==> config.mk <==
export PLATFORM = sky130hd
export DESIGN_NAME = frame_delta_similarity_scorer_core
export DESIGN_NICKNAME = d
export VERILOG_FILES = /design/src/hdl/fdss_pkg.sv /design/src/hdl/frame_delta_similarity_scorer_core.sv
export SDC_FILE = /design/constraint.sdc
export NUM_CORES = 2
export LEC_CHECK = 0
export ABC_CLOCK_PERIOD_IN_PS = 8700
export BUFFER_PORTS_ARGS = -buffer_cell sky130_fd_sc_hd__buf_2
export CELL_PAD_IN_SITES_DETAIL_PLACEMENT = 0
export CELL_PAD_IN_SITES_GLOBAL_PLACEMENT = 1
export CORE_MARGIN = 2
export CORE_UTILIZATION = 51
export DETAILED_ROUTE_END_ITERATION = 8
export PLACE_DENSITY_LB_ADDON = 0.12
export SLEW_MARGIN = 30
export SYNTH_ARGS = -nofsm -noshare
export SYNTH_HDL_FRONTEND = slang
export SYNTH_SLANG_ARGS = --single-unit
==> constraint.sdc <==
create_clock -name clock -period 8.7 [get_ports clock]
set_clock_uncertainty 0.2 [all_clocks]
set_input_delay 1.74 -clock clock [delete_from_list [all_inputs] [get_ports clock]]
set_output_delay 1.74 -clock clock [all_outputs]
set_load 0.005 [all_outputs]
==> src/hdl/fdss_pkg.sv <==
package fdss_pkg;

   // configuration register indexes
   localparam logic CSR_FRAME_BYTES  = 1'b0;
   localparam logic CSR_PREFIX_BYTES = 1'b1;

   localparam logic [8:0]  FRAME_BYTES_RESET  = 9'd256;
   localparam logic [8:0]  PREFIX_BYTES_RESET = 9'd0;

   localparam int          SCORE_W   = 19;
   localparam logic [18:0] SCORE_MAX = 19'h7FFFF;

   localparam int          RSP_DATA_W = 24;

endpackage

==> src/hdl/frame_delta_similarity_scorer_core.sv <==
// Channel   Dir  Handshake              Payload
// req_      in   req_tvalid/req_tready  req_tdata[7:0]  = data_byte
// rsp_      out  rsp_tvalid/rsp_tready  rsp_tdata[18:0] = score_q8, rsp_tuser = prefix_match
// csr_      in   csr_valid/csr_ready    csr_index (0 frame_bytes, 1 prefix_bytes), csr_data
//
// A scored byte past the prefix goes from accept to next accept through: accept with
// store read, difference, eight bit-serial weighting steps (one difference bit per cycle
// into the 2*KW-bit accumulator), and frame bookkeeping. Prefix bytes and bytes of the
// first two frames skip the weighting steps.
// The last byte of a scored frame then runs the restoring divider over 2*KW+8 quotient bits
// (one quotient bit per cycle) and loads the result register once it is free.
// Synchronous active-high reset clears control state; the two byte stores are not cleared.
// Requests stall through the divide and while the result register holds an untaken result.
module frame_delta_similarity_scorer_core
   import fdss_pkg::*;
#(
   parameter int MAX_BYTES = 256
) (
   input  logic                  clock,
   input  logic                  reset,
   input  logic                  req_tvalid,
   output logic                  req_tready,
   input  logic [7:0]            req_tdata,   // [7:0] data_byte
   output logic                  rsp_tvalid,
   input  logic                  rsp_tready,
   output logic [RSP_DATA_W-1:0] rsp_tdata,   // [18:0] score_q8, [23:19] zero
   output logic                  rsp_tuser,   // [0] prefix_match
   input  logic                  csr_valid,
   output logic                  csr_ready,
   input  logic                  csr_index,
   input  logic [8:0]            csr_data
);

   localparam int PW = (MAX_BYTES > 1) ? $clog2(MAX_BYTES) : 1;
   localparam int KW = $clog2(MAX_BYTES * 8 + 1);
   localparam int SW = 2 * KW;
   localparam int DV = SW + 8;
   localparam int CW = $clog2(DV + 1);

   typedef enum logic [2:0] {
      S_IDLE,
      S_CALC,
      S_BITS,
      S_FIN,
      S_DIV,
      S_OUT
   } state_type;

   state_type         state_ff;
   logic [8:0]        frame_bytes_ff;
   logic [8:0]        prefix_bytes_ff;
   logic [PW-1:0]     pos_ff;
   logic [1:0]        frames_ff;
   logic              prefix_ok_ff;
   logic [SW-1:0]     sum_ff;
   logic [7:0]        cur_ff;
   logic [7:0]        rd_frame_ff;
   logic [7:0]        rd_diff_ff;
   logic [7:0]        same_ff;
   logic [KW-1:0]     kbit_ff;
   logic [2:0]        bit_cnt_ff;
   logic [DV-1:0]     dq_ff;
   logic [KW-1:0]     rem_ff;
   logic [CW-1:0]     div_cnt_ff;
   logic              match_ff;
   logic              rsp_valid_ff;
   logic [SCORE_W-1:0] rsp_score_ff;
   logic              rsp_match_ff;

   logic [7:0]        frame_mem [MAX_BYTES];
   logic [7:0]        diff_mem  [MAX_BYTES];

   logic [8:0]        fb;
   logic [8:0]        pb;
   logic [KW-1:0]     nbits;
   logic [7:0]        diff;
   logic              in_prefix;
   logic [KW-1:0]     k_start;
   logic              last_byte;
   logic [SW-1:0]     sum_in;
   logic [KW:0]       trial;
   logic [KW:0]       trial_sub;
   logic [DV-1:0]     dq_in;
   logic [KW-1:0]     rem_in;
   logic [SCORE_W-1:0] score;
   logic              accept;
   logic              slot_free;

   assign accept    = req_tvalid && req_tready;
   assign req_tready = (state_ff == S_IDLE);
   assign csr_ready = 1'b1;
   assign rsp_tvalid = rsp_valid_ff;
   assign rsp_tdata = {{(RSP_DATA_W - SCORE_W){1'b0}}, rsp_score_ff};
   assign rsp_tuser = rsp_match_ff;
   assign slot_free = !rsp_valid_ff || rsp_tready;

   always_comb begin
      if (frame_bytes_ff == 9'd0) begin
         fb = 9'd1;
      end else if (32'(frame_bytes_ff) > MAX_BYTES) begin
         fb = 9'(MAX_BYTES);
      end else begin
         fb = frame_bytes_ff;
      end
      pb        = (prefix_bytes_ff > fb) ? fb : prefix_bytes_ff;
      nbits     = KW'({fb, 3'b000});
      diff      = rd_frame_ff ^ cur_ff;
      in_prefix = 32'(pos_ff) < 32'(pb);
      k_start   = KW'((32'(pos_ff) - 32'(pb)) * 8);
      last_byte = (32'(pos_ff) + 1) >= 32'(fb);

      // one weighted bit per cycle, MSB first
      sum_in = sum_ff;
      if (same_ff[7] && (kbit_ff < nbits)) begin
         sum_in = sum_ff + SW'(nbits - kbit_ff);
      end

      // restoring divide step
      trial     = {rem_ff, dq_ff[DV-1]};
      trial_sub = trial - {1'b0, nbits};
      if (trial >= {1'b0, nbits}) begin
         rem_in = trial_sub[KW-1:0];
         dq_in  = {dq_ff[DV-2:0], 1'b1};
      end else begin
         rem_in = trial[KW-1:0];
         dq_in  = {dq_ff[DV-2:0], 1'b0};
      end

      if (!match_ff) begin
         score = '0;
      end else if (dq_ff > DV'(SCORE_MAX)) begin
         score = SCORE_MAX;
      end else begin
         score = dq_ff[SCORE_W-1:0];
      end
   end

   // byte stores, read before write at the same address
   always_ff @(posedge clock) begin
      if (accept) begin
         frame_mem[pos_ff] <= req_tdata;
         rd_frame_ff       <= frame_mem[pos_ff];
         rd_diff_ff        <= diff_mem[pos_ff];
         cur_ff            <= req_tdata;
      end
   end

   always_ff @(posedge clock) begin
      if (state_ff == S_CALC && frames_ff != 2'd0) begin
         diff_mem[pos_ff] <= diff;
      end
   end

   always_ff @(posedge clock) begin
      if (reset) begin
         state_ff        <= S_IDLE;
         frame_bytes_ff  <= FRAME_BYTES_RESET;
         prefix_bytes_ff <= PREFIX_BYTES_RESET;
         pos_ff          <= '0;
         frames_ff       <= 2'd0;
         prefix_ok_ff    <= 1'b1;
         sum_ff          <= '0;
         rsp_valid_ff    <= 1'b0;
      end else begin
         if (csr_valid && csr_ready) begin
            case (csr_index)
               CSR_FRAME_BYTES:  frame_bytes_ff  <= csr_data;
               CSR_PREFIX_BYTES: prefix_bytes_ff <= csr_data;
               default: ;
            endcase
         end

         if (state_ff == S_OUT && slot_free) begin
            rsp_valid_ff <= 1'b1;
         end else if (rsp_tready) begin
            rsp_valid_ff <= 1'b0;
         end

         case (state_ff)
            S_IDLE: begin
               if (accept) begin
                  state_ff <= S_CALC;
               end
            end
            S_CALC: begin
               same_ff    <= ~(rd_diff_ff ^ diff);
               kbit_ff    <= k_start;
               bit_cnt_ff <= 3'd0;
               if (frames_ff == 2'd2 && in_prefix) begin
                  if (rd_diff_ff != diff) begin
                     prefix_ok_ff <= 1'b0;
                  end
                  state_ff <= S_FIN;
               end else if (frames_ff == 2'd2) begin
                  state_ff <= S_BITS;
               end else begin
                  state_ff <= S_FIN;
               end
            end
            S_BITS: begin
               sum_ff     <= sum_in;
               same_ff    <= {same_ff[6:0], 1'b0};
               kbit_ff    <= kbit_ff + KW'(1);
               bit_cnt_ff <= bit_cnt_ff + 3'd1;
               if (bit_cnt_ff == 3'd7) begin
                  state_ff <= S_FIN;
               end
            end
            S_FIN: begin
               if (last_byte) begin
                  pos_ff       <= '0;
                  prefix_ok_ff <= 1'b1;
                  sum_ff       <= '0;
                  if (frames_ff == 2'd2) begin
                     match_ff   <= prefix_ok_ff;
                     dq_ff      <= {sum_ff, 8'h00};
                     rem_ff     <= '0;
                     div_cnt_ff <= '0;
                     state_ff   <= S_DIV;
                  end else begin
                     frames_ff <= frames_ff + 2'd1;
                     state_ff  <= S_IDLE;
                  end
               end else begin
                  pos_ff   <= pos_ff + PW'(1);
                  state_ff <= S_IDLE;
               end
            end
            S_DIV: begin
               dq_ff      <= dq_in;
               rem_ff     <= rem_in;
               div_cnt_ff <= div_cnt_ff + CW'(1);
               if (div_cnt_ff == CW'(DV - 1)) begin
                  state_ff <= S_OUT;
               end
            end
            S_OUT: begin
               if (slot_free) begin
                  rsp_score_ff <= score;
                  rsp_match_ff <= match_ff;
                  state_ff     <= S_IDLE;
               end
            end
            default: state_ff <= S_IDLE;
         endcase
      end
   end

endmodule

# Word level (Yosys, flattened, before mapping)
# Memory sizes are Yosys's and may differ from the RTL's. A register that Yosys moved wholly into a read port is not among the register bits.
# Cells that the tools add are included.
[totals]
out_inout_bits = 28
memories = 2
elab_cells = 127
ramBits = 4096
ff_bits = 159
inputBits = 23
[memory_table]
columns = ["memory", "depth", "word_bits", "rd", "rd_ports_with_merged_regs", "wr", "line_no", "rtl"]
rows = [
  ["diff_mem", 256, 8, 1, 1, 1, "frame_delta_similarity_scorer_core.sv:71", "logic [7:0] diff_mem [MAX_BYTES];"],
  ["frame_mem", 256, 8, 1, 1, 1, "frame_delta_similarity_scorer_core.sv:70", "logic [7:0] frame_mem [MAX_BYTES];"],
]
[classes]
eq_ne = 18
add_sub_neg = 10
bitwise = 6
n_lt_le_gt_ge = 7
n_reduce_logical = 25
mux = 41
[op_table]
columns = ["cell", "count"]
rows = [
  ["32-bit two-way mux", 2],
  ["32-bit case mux with 2 select lines", 1],
  ["24-bit two-way mux", 2],
  ["12-bit case mux with 2 select lines", 2],
  ["24-bit case mux with 2 select lines", 1],
  ["12-bit two-way mux", 3],
  ["32-bit by 19-bit > comparator with 1-bit output, second input constant", 1],
  ["9-bit two-way mux", 3],
  ["24-bit adder", 1],
  ["19-bit two-way mux", 1],
  ["3-bit two-way mux", 6],
  ["3-bit case mux with 6 select lines", 1],
  ["8-bit case mux with 2 select lines", 1],
  ["4-bit AND reduction", 4],
  ["8-bit bitwise XOR", 2],
  ["13-bit by 12-bit greater-or-equal comparator with 1-bit output", 1],
  ["12-bit by 12-bit subtractor with 13-bit output", 1],
  ["12-bit by 1-bit adder with 12-bit output, second input constant", 1],
  ["12-bit less-than comparator", 1],
  ["1-bit two-way mux", 12],
  ["6-bit two-way mux", 2],
  ["2-bit != test, second input constant", 6],
  ["6-bit case mux with 2 select lines", 1],
  ["2-bit nonzero test", 6],
  ["30 further kinds", 45],
]

# Depth between registers and ports, before layout
[logic_depth]
depth_word = 9
ltp_mapped = 23
ltp_nobuf = 23

# Least setup slack after synthesis
# Ideal clock, no wire load.
[synth_path]
path_kind = "register to register"
startpoint = "register rd_frame_ff[0] (read register of frame_mem)"
endpoint = "memory diff_mem[0][0] (data pin)"
n_path_buf = 0
period_less_slack_ns = 8.767
setup_ns = 1.539
t_arrival_ns = 7.028
path_slack_ns = -0.067
path_stages_with_launch = 2
required_ns = 6.961
cell_sequence = "edfxtp_1 xor2_1"
[synth_via]
elab_chain_len = 1
[synth_lines]
columns = ["item", "line_no", "rtl"]
rows = [
  ["start: declaration", "frame_delta_similarity_scorer_core.sv:57", "logic [7:0] rd_frame_ff;"],
  ["8-bit bitwise XOR", "frame_delta_similarity_scorer_core.sv:107", "diff = rd_frame_ff ^ cur_ff;"],
  ["named net diff[0]", "frame_delta_similarity_scorer_core.sv:76", "logic [7:0] diff;"],
  ["end: declaration", "frame_delta_similarity_scorer_core.sv:71", ""],
]
# The timed path passes the listed nets, and every way through them passes these cells.

# Worst setup path in the final report
[layout_path]
startpoint = "register pos_ff[1]"
endpoint = "register sum_ff[21]"
[layout_via]
elab_chain_len = 4
[layout_lines]
columns = ["item", "line_no", "rtl"]
rows = [
  ["start: declaration", "frame_delta_similarity_scorer_core.sv:52", "logic [PW-1:0] pos_ff;"],
  ["start signal: assignment", "frame_delta_similarity_scorer_core.sv:225", "pos_ff <= pos_ff + PW'(1);"],
  ["8-bit by 1-bit adder with 9-bit output", "frame_delta_similarity_scorer_core.sv:110", "last_byte = (32'(pos_ff) + 1) >= 32'(fb);"],
  ["9-bit greater-or-equal comparator", "frame_delta_similarity_scorer_core.sv:110", ""],
  ["2-bit != test (no line)", "--", ""],
  ["3-bit AND reduction (no line)", "--", ""],
  ["end signal: assignment", "frame_delta_similarity_scorer_core.sv:201", "sum_ff <= sum_in;"],
  ["end: declaration", "frame_delta_similarity_scorer_core.sv:55", "logic [SW-1:0] sum_ff;"],
]
# Every way passes these cells.
# A chain may end at the register's enable or synchronous reset.

==> metrics.md <==
| Metric | Value |
|---|---|
| Skew-Pair Late Insertion Delay | 1.00 ns |
| Commonest cells after routing, fill and taps aside | edfxtp_1, mux4_2, nor2_1 |
| Placement Setup Slack | just over 3 ns |
| Crit Path Category | reg2reg |
| GRT Total Usage | between 20% and 30% |
| Slew @ Worst Pin | 1.068 ns |
| Hold-fix buffers, CTS | 0 |
| Critical Path Start | pos_ff[1]$_SDFFE_PP0P_ |
| Initial core utilization | approximately half |
| CTS tree | yes |
| Ys flop type | edfxtp_1 |
| Largest net degree at the start of global routing | roughly 190 |
| Met3 Resource Use GR | approximately 4.0% |
| CP max stage cell | ha_1 |
| Critical Path Source Type | register |
| Largest delay share family, worst path | simple AND/OR/NAND/NOR gates |
| Number of I/O pins | 51 |
| Clock Sink Count | roughly 4.3k |
| First-pass GRT wire length | 616200 um |
| Num rows | 210 |
| DR vias | between 80k and 90k |
| Register area share after synthesis | 76.08% |
| Max-cap violation count | 0 |
| Post-CTS Setup Inserts | 0 |
| Initial antenna violation count | 18 |
| Total CTS buffers | about 430 |
| Yosys reg bits | around 4.3k |
| Critical Path RT | about 9.4 ns |
| Via density | about 6.3 |
| Layout filler cell count | 23.89k |
| Critical Path Sink Type | register |
| Clock-pin slew on the worst setup and hold paths | ~0.060 ns |
| DRC Markers | 0 |
| Worst path arrival time | 6.40 ns |
| Hold_sp | prefix_ok_ff$_SDFFE_PP1P_ |
| Final nets | about 8k |
| # setup viols final | 0 |
| Ys async rst share | 0% |
| Post-cts sizing count | 0 |
| Worst rel slew slack | between 20% and 30% |
| Max-slew violations | 0 |
| Reg2reg start | pos_ff[1]$_SDFFE_PP0P_ |
| Synthesized area | 167800 um^2 |
| Post-synth EDFFs | between 4k and 5k |
| Crit path buf inv count | 0 |
| Post-DP HPWL | roughly 260000 um |
| Count of cell types in the netlist | 66 |
| Die H | 577.6 um |
| Total congestion overflow | 0 |
| Crit-path max FO | 32 |
| Core Util, Final | about 57% |
| Global route hottest layer | met2 |
| Buffers on Ports | 44 |
| Die area | roughly 330000 um^2 |
| Clk buf depth | 4 |
| Worst path max stage delay | just over 0.9 ns |
| Average cell area after synthesis | between 20 and 25 um^2 |
| Layout cells sized above 1 | a little over a quarter |
| Final Hold Vio Count | 0 |
| 1st-pass router iterations | 6 |
| Post-DRT Antenna Nets | 0 |
| Core Area | roughly 330000 um^2 |
| Hold slack | 0.2500 ns |
| Final worst setup slack | roughly 3.0 ns |
| Final worst-path cycle share | between 60 and 70% |
| Most common cell after layout, fill and taps aside | edfxtp_1 |
| Cells after Synth | 7700 |
| Non-filler cells, final | about 13k |
| HP Class | reg2reg |
| Initial detailed-routing violation count | around 9.0k |
| Final TNS setup | 0 ns |
| Status | completed |
| Dpl cells | about 12k |
| Grt met1 use | approximately 36% |
| CP Cell Sequence | ha_1 > nand3_1 > nor2_1 > xor2_1 > ha_1 > o21a_1 > o31ai_1 > o31ai_1 > o21ai_0 > nor2b_1 > o21ai_0 > nor2_1 > a221o_1 |
| Leak | approximately 0.056 uW |
| Final wirelength | approximately 430000 um |
| H-tree levels | 5 |
| Vias in the first global route | between 80k and 90k |
| Layout area overhead | 11.70% |
| Min Tclk post-route | 5.686 ns |
| Grt met2 use | 42.45% |
| Synthesis Warnings | 0 |
| Pwr/cell area | 231.6 nW/um^2 |
| GPL Wtd Cong | ~0.83 |
| WL/cell | roughly 34 um |
| RSZ-0062 raised after global routing | false |
| Maximum vdd ir drop | 0.2098 mV |
| CTS root buf | clkbuf_16 |
| Die W | slightly below 600 um |
| Fmax | ~180 MHz |
==> layout make-up <==
cell class              instances  area (um^2)  area share (%)
diodes                          3        7.507        0.004005
repair buffers                223         2054           1.096
flip-flops and latches       4271       127700           68.12
well taps                    4346         5438           2.901
clock buffers                 532        11400           6.080
multi-input cells            2933        38250           20.41
inverters                      53        198.9          0.1061
clock inverters               269         2406           1.284
==> worst reg2reg max path, stage by stage, from the launching register on <==
cell	delay, ns
dfxtp_4	0.77
ha_1	0.95
nand3_1	0.31
nor2_1	0.54
xor2_1	0.16
ha_1	0.33
o21a_1	0.21
o31ai_1	0.07
o31ai_1	0.12
o21ai_0	0.21
nor2b_1	0.68
o21ai_0	0.42
nor2_1	0.48
a221o_1	0.22
==> flip-flops by register name, indices dropped and copies added, names as in the netlist, 12 cells and up <==
register,count
diff_mem,2048
dq_ff,32
frame_mem,2048
kbit_ff,12
rem_ff,12
rsp_score_ff,19
sum_ff,24
==> per-layer routing <==
layer	routed length, um	part of all wire [%]	vias up
met3	31120	7.2	642
li1	-	-	32659
met1	172000	40	43476
met4	15890	3.7	4
met2	213400	49	3264
met5	34	0.0079	-
==> Yosys cell counts (19+ instances only) <==
| cell | number | share of area (%) |
|---|---|---|
| a21oi_1 | 82 | 0.24 |
| a22oi_1 | 54 | 0.24 |
| buf_1 | 38 | 0.085 |
| buf_2 | 100 | 0.30 |
| buf_4 | 26 | 0.12 |
| buf_6 | 31 | 0.21 |
| clkbuf_1 | 252 | 0.56 |
| dfxtp_1 | 57 | 0.68 |
| edfxtp_1 | 4214 | 75 |
| ha_1 | 78 | 0.58 |
| inv_1 | 51 | 0.11 |
| mux2i_1 | 39 | 0.23 |
| mux4_2 | 1279 | 17 |
| nand2_1 | 244 | 0.55 |
| nand3_1 | 78 | 0.23 |
| nand4_1 | 19 | 0.071 |
| nor2_1 | 647 | 1.4 |
| nor3_1 | 42 | 0.13 |
| o21a_1 | 29 | 0.13 |
| o21ai_0 | 42 | 0.13 |
| xnor2_1 | 44 | 0.23 |
| xor2_1 | 26 | 0.14 |
==> final timing paths <==
path	end	slack [ns]	cells after the start
max reg2reg	sum_ff[21]$_SDFFE_PP0P_	3.01	13
max	sum_ff[21]$_SDFFE_PP0P_	3.01	13
min	match_ff$_DFFE_PP_	0.25	0
min reg2reg	match_ff$_DFFE_PP_	0.25	0
==> metrics by stage <==
stage          cell area (um^2)  power (uW)
3_3_place_gp             173300       25600
4_1_cts                  187300       43690
3_5_place_dp             173400       25670
2_1_floorplan            167900       24890
6_report                 187500       43420
5_1_grt                  187400       44590
==> kinds of logic after synthesis <==
kind of cell / count (synthesis) / share of synthesized area, %
AO/OA/AOI/OAI: 328 / 1.320
buffers and inverters: 500 / 1.390
flip-flops: 4271 / 76.08
XOR/XNOR: 70 / 0.3653
AND/OR/NAND/NOR: 1128 / 2.807
adder cells (fa/ha/maj): 81 / 0.6173
other: 2 / 0.004475
multiplexers: 1320 / 17.41
==> power by group <==
| part | internal [uW] | switching (uW) |
|---|---|---|
| combinational | 631 | 1430 |
| clock | 10400 | 7800 |
| sequential | 23100 | 46.8 |
| total | 34100 | 9280 |
Note: power is estimated with default switching activity, not from simulation.
